### config.mk
export PLATFORM = sky130hd
export DESIGN_NAME = char_lcd_nibble_interface
export DESIGN_NICKNAME = d
export VERILOG_FILES = /design/src/clni_pkg.sv /design/src/char_lcd_nibble_interface.sv /design/src/clni_ctrl.sv /design/src/clni_dp.sv
export SDC_FILE = /design/constraint.sdc
export NUM_CORES = 1
export LEC_CHECK = 0
export BUFFER_PORTS_ARGS = -buffer_cell sky130_fd_sc_hd__buf_2
export CAP_MARGIN = 0
export CELL_PAD_IN_SITES_DETAIL_PLACEMENT = 1
export CELL_PAD_IN_SITES_GLOBAL_PLACEMENT = 2
export CORE_MARGIN = 3
export CORE_UTILIZATION = 34
export DETAILED_ROUTE_END_ITERATION = 6
export PLACE_DENSITY = 0.89
export SYNTH_ARGS = -nofsm -noshare
export SYNTH_HDL_FRONTEND = slang
export SYNTH_SLANG_ARGS = --single-unit
export TNS_END_PERCENT = 5
### constraint.sdc
create_clock -name clock -period 2.05 [get_ports clock]
set_clock_uncertainty 0.15 [all_clocks]
set_input_delay 0.1025 -clock clock [delete_from_list [all_inputs] [get_ports clock]]
set_output_delay 0.1025 -clock clock [all_outputs]
set_load 0.05 [all_outputs]
### src/clni_pkg.sv
// Shared types and constants for the character LCD 4-bit bus sequencer.
// No dependencies; imported by clni_ctrl, clni_dp and char_lcd_nibble_interface.
package clni_pkg;

   // Operation codes carried in the request
   typedef enum logic [1:0] {
      OP_COMMAND = 2'd0,
      OP_DATA    = 2'd1,
      OP_CURSOR  = 2'd2,
      OP_INIT    = 2'd3
   } clni_op_type;

   // Configuration register indexes
   localparam logic [1:0] CSR_COMMAND_WAIT = 2'd0;
   localparam logic [1:0] CSR_DATA_WAIT    = 2'd1;
   localparam logic [1:0] CSR_INIT_WAIT    = 2'd2;

   // Reset values of the wait registers, in microseconds
   localparam logic [15:0] COMMAND_WAIT_RST = 16'd2000;
   localparam logic [15:0] DATA_WAIT_RST    = 16'd37;
   localparam logic [15:0] INIT_WAIT_RST    = 16'd5000;

   // Display command constants
   localparam logic [7:0] SET_DDRAM_ADDR = 8'h80;
   localparam logic [3:0] WAKE_NIBBLE    = 4'h3;
   localparam logic [3:0] MODE4_NIBBLE   = 4'h2;
   localparam int unsigned MAX_ROW       = 3;

   // Step counts: a byte takes 4 pin states, init takes 24
   localparam int unsigned STEP_W        = 5;
   localparam logic [STEP_W-1:0] BYTE_LAST_STEP = 5'd3;
   localparam logic [STEP_W-1:0] INIT_LAST_STEP = 5'd23;
   localparam logic [STEP_W-1:0] INIT_NIB_STEPS = 5'd8;  // 4 wake-up nibbles x 2 states
   localparam logic [STEP_W-1:0] INIT_MODE_STEP = 5'd6;  // first state of the 0x2 nibble

   // Init command bytes after the wake-up nibbles
   function automatic logic [7:0] init_byte(input logic [1:0] idx);
      logic [7:0] b;
      case (idx)
         2'd0:    b = 8'h01;  // clear display
         2'd1:    b = 8'h06;  // entry mode, increment
         2'd2:    b = 8'h0C;  // display on, cursor off
         2'd3:    b = 8'h10;  // cursor shift
         default: b = 8'h00;
      endcase
      return b;
   endfunction

   // Controller state
   typedef enum logic {
      ST_IDLE,
      ST_RUN
   } clni_state_type;

   // Controller to datapath
   typedef struct packed {
      logic load;   // latch the request and clear the step counter
      logic emit;   // write current pin state into the output register, step on
   } clni_cmd_type;

   // Datapath to controller
   typedef struct packed {
      logic out_free;   // output register empty or being drained this cycle
      logic step_last;  // current pin state ends the run
   } clni_stat_type;

endpackage

### src/char_lcd_nibble_interface.sv
// Top level of the character LCD 4-bit bus sequencer.
// Depends on clni_pkg, clni_ctrl and clni_dp.
//
//   channel | dir | handshake            | payload
//   --------+-----+----------------------+------------------------------------
//   req_    | in  | req_tvalid/tready    | op, byte_value, column, row
//   rsp_    | out | rsp_tvalid/tready    | pin state, wait, error, last
//   csr_    | in  | csr_valid/ready      | register index, 16-bit value
//
// A request produces one pin state per cycle while the result side takes
// them: 4 for a byte or cursor move, 1 for a bad cursor, 24 for init, set by
// the single step counter walking the run. One request is worked at a time;
// the next is taken the cycle after the last pin state enters the output
// register. Stalls on rsp_tready freeze the step counter. Reset is
// synchronous; the wait registers return to 2000/37/5000 us.
module char_lcd_nibble_interface
   import clni_pkg::*;
#(
   parameter int unsigned LINE_STRIDE = 40  // display line stride, 1 to 64
) (
   input  logic        clock,
   input  logic        reset,
   // request: [7:0] byte_value, [13:8] column, [16:14] row
   input  logic        req_tvalid,
   output logic        req_tready,
   input  logic [23:0] req_tdata,
   input  logic [1:0]  req_tuser,   // [1:0] op
   // result: [3:0] nibble, [4] enable, [5] reg_select, [6] read_write,
   //         [22:7] wait_us
   output logic        rsp_tvalid,
   input  logic        rsp_tready,
   output logic [23:0] rsp_tdata,
   output logic        rsp_tuser,   // [0] error
   output logic        rsp_tlast,
   // configuration writes
   input  logic        csr_valid,
   output logic        csr_ready,
   input  logic [1:0]  csr_index,
   input  logic [15:0] csr_data
);

   clni_cmd_type  cmd;
   clni_stat_type stat;

   // Registers must be written only while idle; this block does not check it, so writes are always taken
   assign csr_ready = 1'b1;

   clni_ctrl u_ctrl (
      .clock      (clock),
      .reset      (reset),
      .req_tvalid (req_tvalid),
      .req_tready (req_tready),
      .stat       (stat),
      .cmd        (cmd)
   );

   clni_dp #(
      .LINE_STRIDE (LINE_STRIDE)
   ) u_dp (
      .clock      (clock),
      .reset      (reset),
      .op         (req_tuser),
      .byte_value (req_tdata[7:0]),
      .column     (req_tdata[13:8]),
      .row        (req_tdata[16:14]),
      .csr_we     (csr_valid & csr_ready),
      .csr_index  (csr_index),
      .csr_data   (csr_data),
      .cmd        (cmd),
      .stat       (stat),
      .rsp_tvalid (rsp_tvalid),
      .rsp_tready (rsp_tready),
      .rsp_tdata  (rsp_tdata),
      .rsp_tuser  (rsp_tuser),
      .rsp_tlast  (rsp_tlast)
   );

endmodule

### src/clni_ctrl.sv
// Run controller for the LCD bus sequencer: takes a request, then steps the
// datapath once per free output slot. Depends on clni_pkg.
module clni_ctrl
   import clni_pkg::*;
(
   input  logic          clock,
   input  logic          reset,
   input  logic          req_tvalid,
   output logic          req_tready,
   input  clni_stat_type stat,
   output clni_cmd_type  cmd
);

   clni_state_type state_ff, state_in;

   always_ff @(posedge clock) begin
      if (reset) begin
         state_ff <= ST_IDLE;
      end else begin
         state_ff <= state_in;
      end
   end

   always_comb begin
      state_in = state_ff;
      case (state_ff)
         ST_IDLE: begin
            if (req_tvalid) begin
               state_in = ST_RUN;
            end
         end
         ST_RUN: begin
            if (stat.out_free && stat.step_last) begin
               state_in = ST_IDLE;
            end
         end
         default: state_in = ST_IDLE;
      endcase
   end

   always_comb begin
      req_tready = 1'b0;
      cmd.load   = 1'b0;
      cmd.emit   = 1'b0;
      case (state_ff)
         ST_IDLE: begin
            req_tready = 1'b1;
            cmd.load   = req_tvalid;
         end
         ST_RUN: begin
            cmd.emit = stat.out_free;
         end
         default: ;
      endcase
   end

endmodule

### src/clni_dp.sv
// Datapath for the LCD bus sequencer: wait registers, latched request,
// step counter, pin state generation and output register. Depends on clni_pkg.
module clni_dp
   import clni_pkg::*;
#(
   parameter int unsigned LINE_STRIDE = 40
) (
   input  logic          clock,
   input  logic          reset,
   // request payload
   input  logic [1:0]    op,
   input  logic [7:0]    byte_value,
   input  logic [5:0]    column,
   input  logic [2:0]    row,
   // configuration writes
   input  logic          csr_we,
   input  logic [1:0]    csr_index,
   input  logic [15:0]   csr_data,
   // control
   input  clni_cmd_type  cmd,
   output clni_stat_type stat,
   // result
   output logic          rsp_tvalid,
   input  logic          rsp_tready,
   output logic [23:0]   rsp_tdata,
   output logic          rsp_tuser,
   output logic          rsp_tlast
);

   localparam logic [6:0] STRIDE_W = 7'(LINE_STRIDE);

   logic [15:0] cmd_wait_ff, dat_wait_ff, ini_wait_ff;

   always_ff @(posedge clock) begin
      if (reset) begin
         cmd_wait_ff <= COMMAND_WAIT_RST;
         dat_wait_ff <= DATA_WAIT_RST;
         ini_wait_ff <= INIT_WAIT_RST;
      end else if (csr_we) begin
         case (csr_index)
            CSR_COMMAND_WAIT: cmd_wait_ff <= csr_data;
            CSR_DATA_WAIT:    dat_wait_ff <= csr_data;
            CSR_INIT_WAIT:    ini_wait_ff <= csr_data;
            default: ;  // unmapped index, dropped
         endcase
      end
   end

   // Cursor address and range check, resolved at load
   logic [8:0] cur_sum;
   logic [7:0] cur_addr;
   logic       cur_bad;

   always_comb begin
      cur_sum  = 9'(row * STRIDE_W) + {3'b000, column};
      cur_addr = SET_DDRAM_ADDR | cur_sum[7:0];
      cur_bad  = ({1'b0, column} >= STRIDE_W) || (32'(row) > MAX_ROW);
   end

   clni_op_type      op_ff;
   logic [7:0]       byte_ff;
   logic             err_ff;
   logic [STEP_W-1:0] step_ff, step_in;

   always_ff @(posedge clock) begin
      if (cmd.load) begin
         op_ff   <= clni_op_type'(op);
         byte_ff <= (op == OP_CURSOR) ? cur_addr : byte_value;
         err_ff  <= (op == OP_CURSOR) && cur_bad;
      end
   end

   always_comb begin
      step_in = step_ff;
      if (cmd.load) begin
         step_in = '0;
      end else if (cmd.emit) begin
         step_in = step_ff + 1'b1;
      end
   end

   always_ff @(posedge clock) begin
      if (reset) begin
         step_ff <= '0;
      end else begin
         step_ff <= step_in;
      end
   end

   // Pin state for the current step
   logic [STEP_W-1:0] bstep;
   logic [7:0]        cur_byte;
   logic [15:0]       byte_wait;
   logic [3:0]        g_nibble;
   logic              g_enable, g_rs, g_err, g_last;
   logic [15:0]       g_wait;

   always_comb begin
      bstep     = step_ff - INIT_NIB_STEPS;
      cur_byte  = byte_ff;
      byte_wait = (op_ff == OP_DATA) ? dat_wait_ff : cmd_wait_ff;
      g_enable  = ~step_ff[0];
      g_rs      = (op_ff == OP_DATA);
      g_err     = 1'b0;
      g_wait    = '0;
      g_nibble  = '0;
      g_last    = 1'b0;
      if (op_ff == OP_INIT) begin
         if (step_ff < INIT_NIB_STEPS) begin
            // wake-up nibbles 3,3,3 then 2
            g_nibble = (step_ff < INIT_MODE_STEP) ? WAKE_NIBBLE : MODE4_NIBBLE;
            g_wait   = step_ff[0] ? ini_wait_ff : 16'd0;
         end else begin
            cur_byte = init_byte(bstep[3:2]);
            g_nibble = bstep[1] ? cur_byte[3:0] : cur_byte[7:4];
            g_wait   = (bstep[1:0] == 2'd3) ? cmd_wait_ff : 16'd0;
         end
         g_last = (step_ff == INIT_LAST_STEP);
      end else if (err_ff) begin
         g_enable = 1'b0;
         g_rs     = 1'b0;
         g_err    = 1'b1;
         g_last   = 1'b1;
      end else begin
         g_nibble = step_ff[1] ? cur_byte[3:0] : cur_byte[7:4];
         g_wait   = (step_ff == BYTE_LAST_STEP) ? byte_wait : 16'd0;
         g_last   = (step_ff == BYTE_LAST_STEP);
      end
   end

   // Output register
   logic        out_valid_ff;
   logic [23:0] out_data_ff;
   logic        out_err_ff, out_last_ff;

   always_ff @(posedge clock) begin
      if (reset) begin
         out_valid_ff <= 1'b0;
      end else if (cmd.emit) begin
         out_valid_ff <= 1'b1;
      end else if (rsp_tready) begin
         out_valid_ff <= 1'b0;
      end
   end

   always_ff @(posedge clock) begin
      if (cmd.emit) begin
         out_data_ff <= {1'b0, g_wait, 1'b0, g_rs, g_enable, g_nibble};
         out_err_ff  <= g_err;
         out_last_ff <= g_last;
      end
   end

   assign stat.out_free  = ~out_valid_ff | rsp_tready;
   assign stat.step_last = g_last;

   assign rsp_tvalid = out_valid_ff;
   assign rsp_tdata  = out_data_ff;
   assign rsp_tuser  = out_err_ff;
   assign rsp_tlast  = out_last_ff;

endmodule
==> metrics.md <==
| Metric | Value |
|---|---|
| DRC viols | `0` |
| Post-synth cell types | `40` |
| Post-CTS setup buffers | `0` |
| Detailed placer's ending HPWL | `7440 um` |
| Cells after Synth | `429` |
| Static Leak | `2.19 nW` |
| Clock power frac | `41.2%` |
| VDD IR-drop max | `0.397 mV` |
| Die X | `117 um` |
| Crit path DAT | `1.95 ns` |
| RR Startpoint | `u_dp.step_ff[2]` |
| Rows | `39` |
| Antenna violations before repair | `0` |
| Htree depth | `3` |
| Total grt overflow | `0` |
| FF-to-FF setup slack | `0.13 ns` |
| Final core utilization | `45.3%` |
| Final max-slew violation count | `0` |
| GRT Total Usage | `18.1%` |
| Fin. Hold Viols | `0` |
| Period utilization | `93.5%` |
| Clk Latency, worst-skew pair | `0.34 ns` |
| Share of post-route cells with drive strength above 1 | `22.2%` |
| Detailed Route WL | `12100 um` |
| Nets@finish | `586` |
| FMAX | `522 MHz` |
| Initial Util | `35.6%` |
| Drt via density | `5.17` |
| Register bit count reported by yosys | `90` |
| Number of clock sinks | `90` |
| Die area | `13600 sq um` |
| Area Overhead vs Synth | `27.4%` |
| Post-route ant nets | `0` |
| Required @ worst endpoint | `2.09 ns` |
| Largest net degree at the start of global routing | `51` |
| Pwr per Cell Area | `832 nW/um^2` |
| Ant diodes | `0` |
| First-pass GRT wire length | `18800 um` |
| Hold Path Cell Cnt | `3` |
| GPL Wtd Cong | `0.815` |
| YS warnings | `0` |
| Switching portion of total power | `25.8%` |
| Max-Cap Viols | `0` |
| Post-layout minimum cycle time | `1.92 ns` |
| Avg WL per Cell | `17.9 um` |
| Placeable core area | `11700 sq um` |
| Io pins | `78` |
| Power Internal | `3.27 mW` |
| Final setup vio count | `0` |
| Max Root-Sink Buffers | `2` |
| Worst Hold Launch | `rsp_tready` |
| RSZ-0062 raised after global routing | `false` |
| Clock root buffer | `clkbuf_16` |
| Comb power frac | `13.4%` |
| Synth Cell Area | `4150 sq um` |
| Sequential fraction of the synthesis area | `51.8%` |
| R2R depth | `6` |
| Worst flop-to-flop path endpoint | `u_dp.rsp_tdata[21]` |
| # fillers | `1328` |
| Routed vias | `3485` |
| CTS Buf Count | `9` |
| Overall power | `4.40 mW` |
| Slew margin rel. | `50.3%` |
| Reg clk slew, reported paths | `0.06 ns` |
| Net Switching | `1.14 mW` |
| Worst setup EP type | `flop` |
| Avg Inst Size Synth | `9.68 sq um` |
| CP Max Fanout | `16` |
| Status | `complete, no violations` |
| Sum Neg Setup Slack | `0 ns` |
| Kind of start point of the critical path | `flop` |
| Die Ht | `117 um` |
| Sequential fraction of design power | `45.4%` |
| Starting DRT DRC Count | `136` |
| Worst-margin pin slew | `0.746 ns` |
| Crit path kind | `flop to flop` |
| CTS tree | `built` |
| Hold Path End | `u_dp.rsp_tvalid` |
| Port Buf Inserts | `67` |
| HP Class | `input pin to flop` |
| # resized after CTS | `0` |
| Vias in the first global route | `3686` |
| TritonRoute pass-1 iters | `4` |
-- area by class of cell --
| class | instances | area (sq um) | area share, % |
|---|---|---|---|
| clock buffers | 12 | 279 | 5.28 |
| clock inverters | 4 | 53.8 | 1.02 |
| inverters | 8 | 30.0 | 0.568 |
| multi-input cells | 301 | 1800 | 34.0 |
| flip-flops and latches | 90 | 2150 | 40.7 |
| well taps | 143 | 179 | 3.38 |
| repair buffers | 116 | 796 | 15.0 |
-- cell usage in the layout, fill, tap and decap left out, drive strengths merged, types with 2 or more instances in the layout --
master / Yosys / final
nand2: 106 / 106
buf: 18 / 84
dfxtp: 55 / 55
a21oi: 45 / 45
edfxtp: 35 / 35
dlygate4sd3: 0 / 32
mux2i: 18 / 18
a31oi: 17 / 17
and3: 16 / 16
nand3b: 16 / 16
o22ai: 16 / 16
clkbuf: 13 / 12
nor2: 10 / 10
ha: 10 / 10
o21ai: 9 / 9
inv: 8 / 9
mux2: 5 / 5
nand2b: 4 / 4
or2: 3 / 3
xnor2: 3 / 3
xor2: 3 / 3
nand3: 3 / 3
conb: 2 / 3
or3b: 2 / 2
clkinvlp: 0 / 2
-- cells in the mapped netlist --
master / number / area, sq um
nor3_1: 1 / 5.00
clkbuf_2: 1 / 5.00
o21ai_0: 9 / 45.0
nor2_1: 10 / 37.5
buf_12: 1 / 20.0
o22ai_2: 10 / 125
a21o_1: 1 / 7.51
a21oi_1: 45 / 225
and3_1: 16 / 100
ha_1: 10 / 125
nand3b_1: 16 / 120
a32oi_1: 1 / 8.76
a31oi_1: 17 / 106
nor3b_2: 1 / 12.5
a22oi_1: 1 / 7.51
nand2b_1: 4 / 25.0
o22ai_1: 6 / 37.5
and3b_1: 1 / 8.76
a211oi_1: 1 / 7.51
mux2_2: 5 / 56.3
dfxtp_1: 55 / 1100
edfxtp_1: 35 / 1050
and2_1: 1 / 6.26
nand4_1: 1 / 6.26
or3_1: 1 / 6.26
or2_2: 3 / 18.8
conb_1: 2 / 7.51
nand3_1: 3 / 15.0
mux2i_1: 18 / 180
buf_4: 3 / 22.5
inv_1: 8 / 30.0
buf_2: 12 / 60.1
xor2_1: 3 / 26.3
nand2_1: 106 / 398
or3b_1: 2 / 17.5
nor2b_1: 1 / 6.26
xnor2_1: 3 / 26.3
buf_6: 2 / 22.5
fa_1: 1 / 20.0
clkbuf_1: 12 / 45.0
-- per-stage QoR --
stage	hold WS (ns)	worst slack, ns	area, sq um	instances
5_1_grt	0.0304	0.0188	5290	674
3_3_place_gp	0.154	0.258	4640	626
2_1_floorplan	0.0514	0.195	4160	430
4_1_cts	0.0194	0.154	5290	674
3_5_place_dp	0.146	0.183	4640	626
6_report	0.00440	0.134	5290	674
-- power by group through the flow --
stage,clock network (mW),registers [mW],logic (mW)
floorplan,0,2.14,0.246
global placement,0,2.03,0.523
detailed placement,0,2.04,0.540
CTS,1.83,2.00,0.592
global route,1.91,2.01,0.640
finish,1.81,2.00,0.588
-- state kept, by name, summed over array words and instances (netlist names), 2 cells and up --
signal,cells
u_dp.rsp_tdata,22
u_dp.cmd_wait_ff,16
u_dp.dat_wait_ff,16
u_dp.ini_wait_ff,16
u_dp.byte_ff,8
u_dp.step_ff,5
u_dp.op_ff,2
-- what timing repair did --
action	in CTS	in global routing
endpoints found under the setup margin	0	0
hold buffers	32	0
endpoints found under the hold margin	65	0
-- kinds of logic (layout without fill, tap and decap cells) --
family	count (synthesis)	count (layout)	synth area share (%)
compound gates	91	91	13.7
xor+xnor	6	6	1.27
fa+ha+maj	11	11	3.50
buf+inv	39	140	4.94
flops	90	90	51.8
mux	23	23	5.69
other cells	2	3	0.181
simple gates	167	167	18.9
-- worst max path at each step --
stage,startpoint,to,slack (ns),depth (start not counted)
global placement,u_dp.step_ff[2],u_dp.rsp_tdata[21],0.26,6
finish,u_dp.step_ff[2],u_dp.rsp_tdata[21],0.13,6
floorplan,u_dp.rsp_tvalid,u_dp.rsp_tdata[0],0.20,3
detailed placement,u_dp.step_ff[3],u_dp.rsp_tdata[10],0.18,6
global route,u_dp.step_ff[2],u_dp.rsp_tdata[9],0.02,6
CTS,u_dp.step_ff[2],u_dp.rsp_tdata[9],0.15,6
-- worst max-delay path: stages, from the launching register on --
cell,delay (ns)
dfxtp_1,0.36
inv_1,0.16
ha_1,0.21
nand3b_1,0.11
or3b_1,0.37
buf_4,0.24
o22ai_1,0.16
-- metal layers --
metal	vias up	global-route usage (%)	wire length, um
met5	-	0	0
met4	0	6.19	223
met3	19	3.73	464
met2	70	30.5	6020
met1	1707	23.2	5360
li1	1689	-	-
Note: power is estimated with default switching activity, not from simulation.
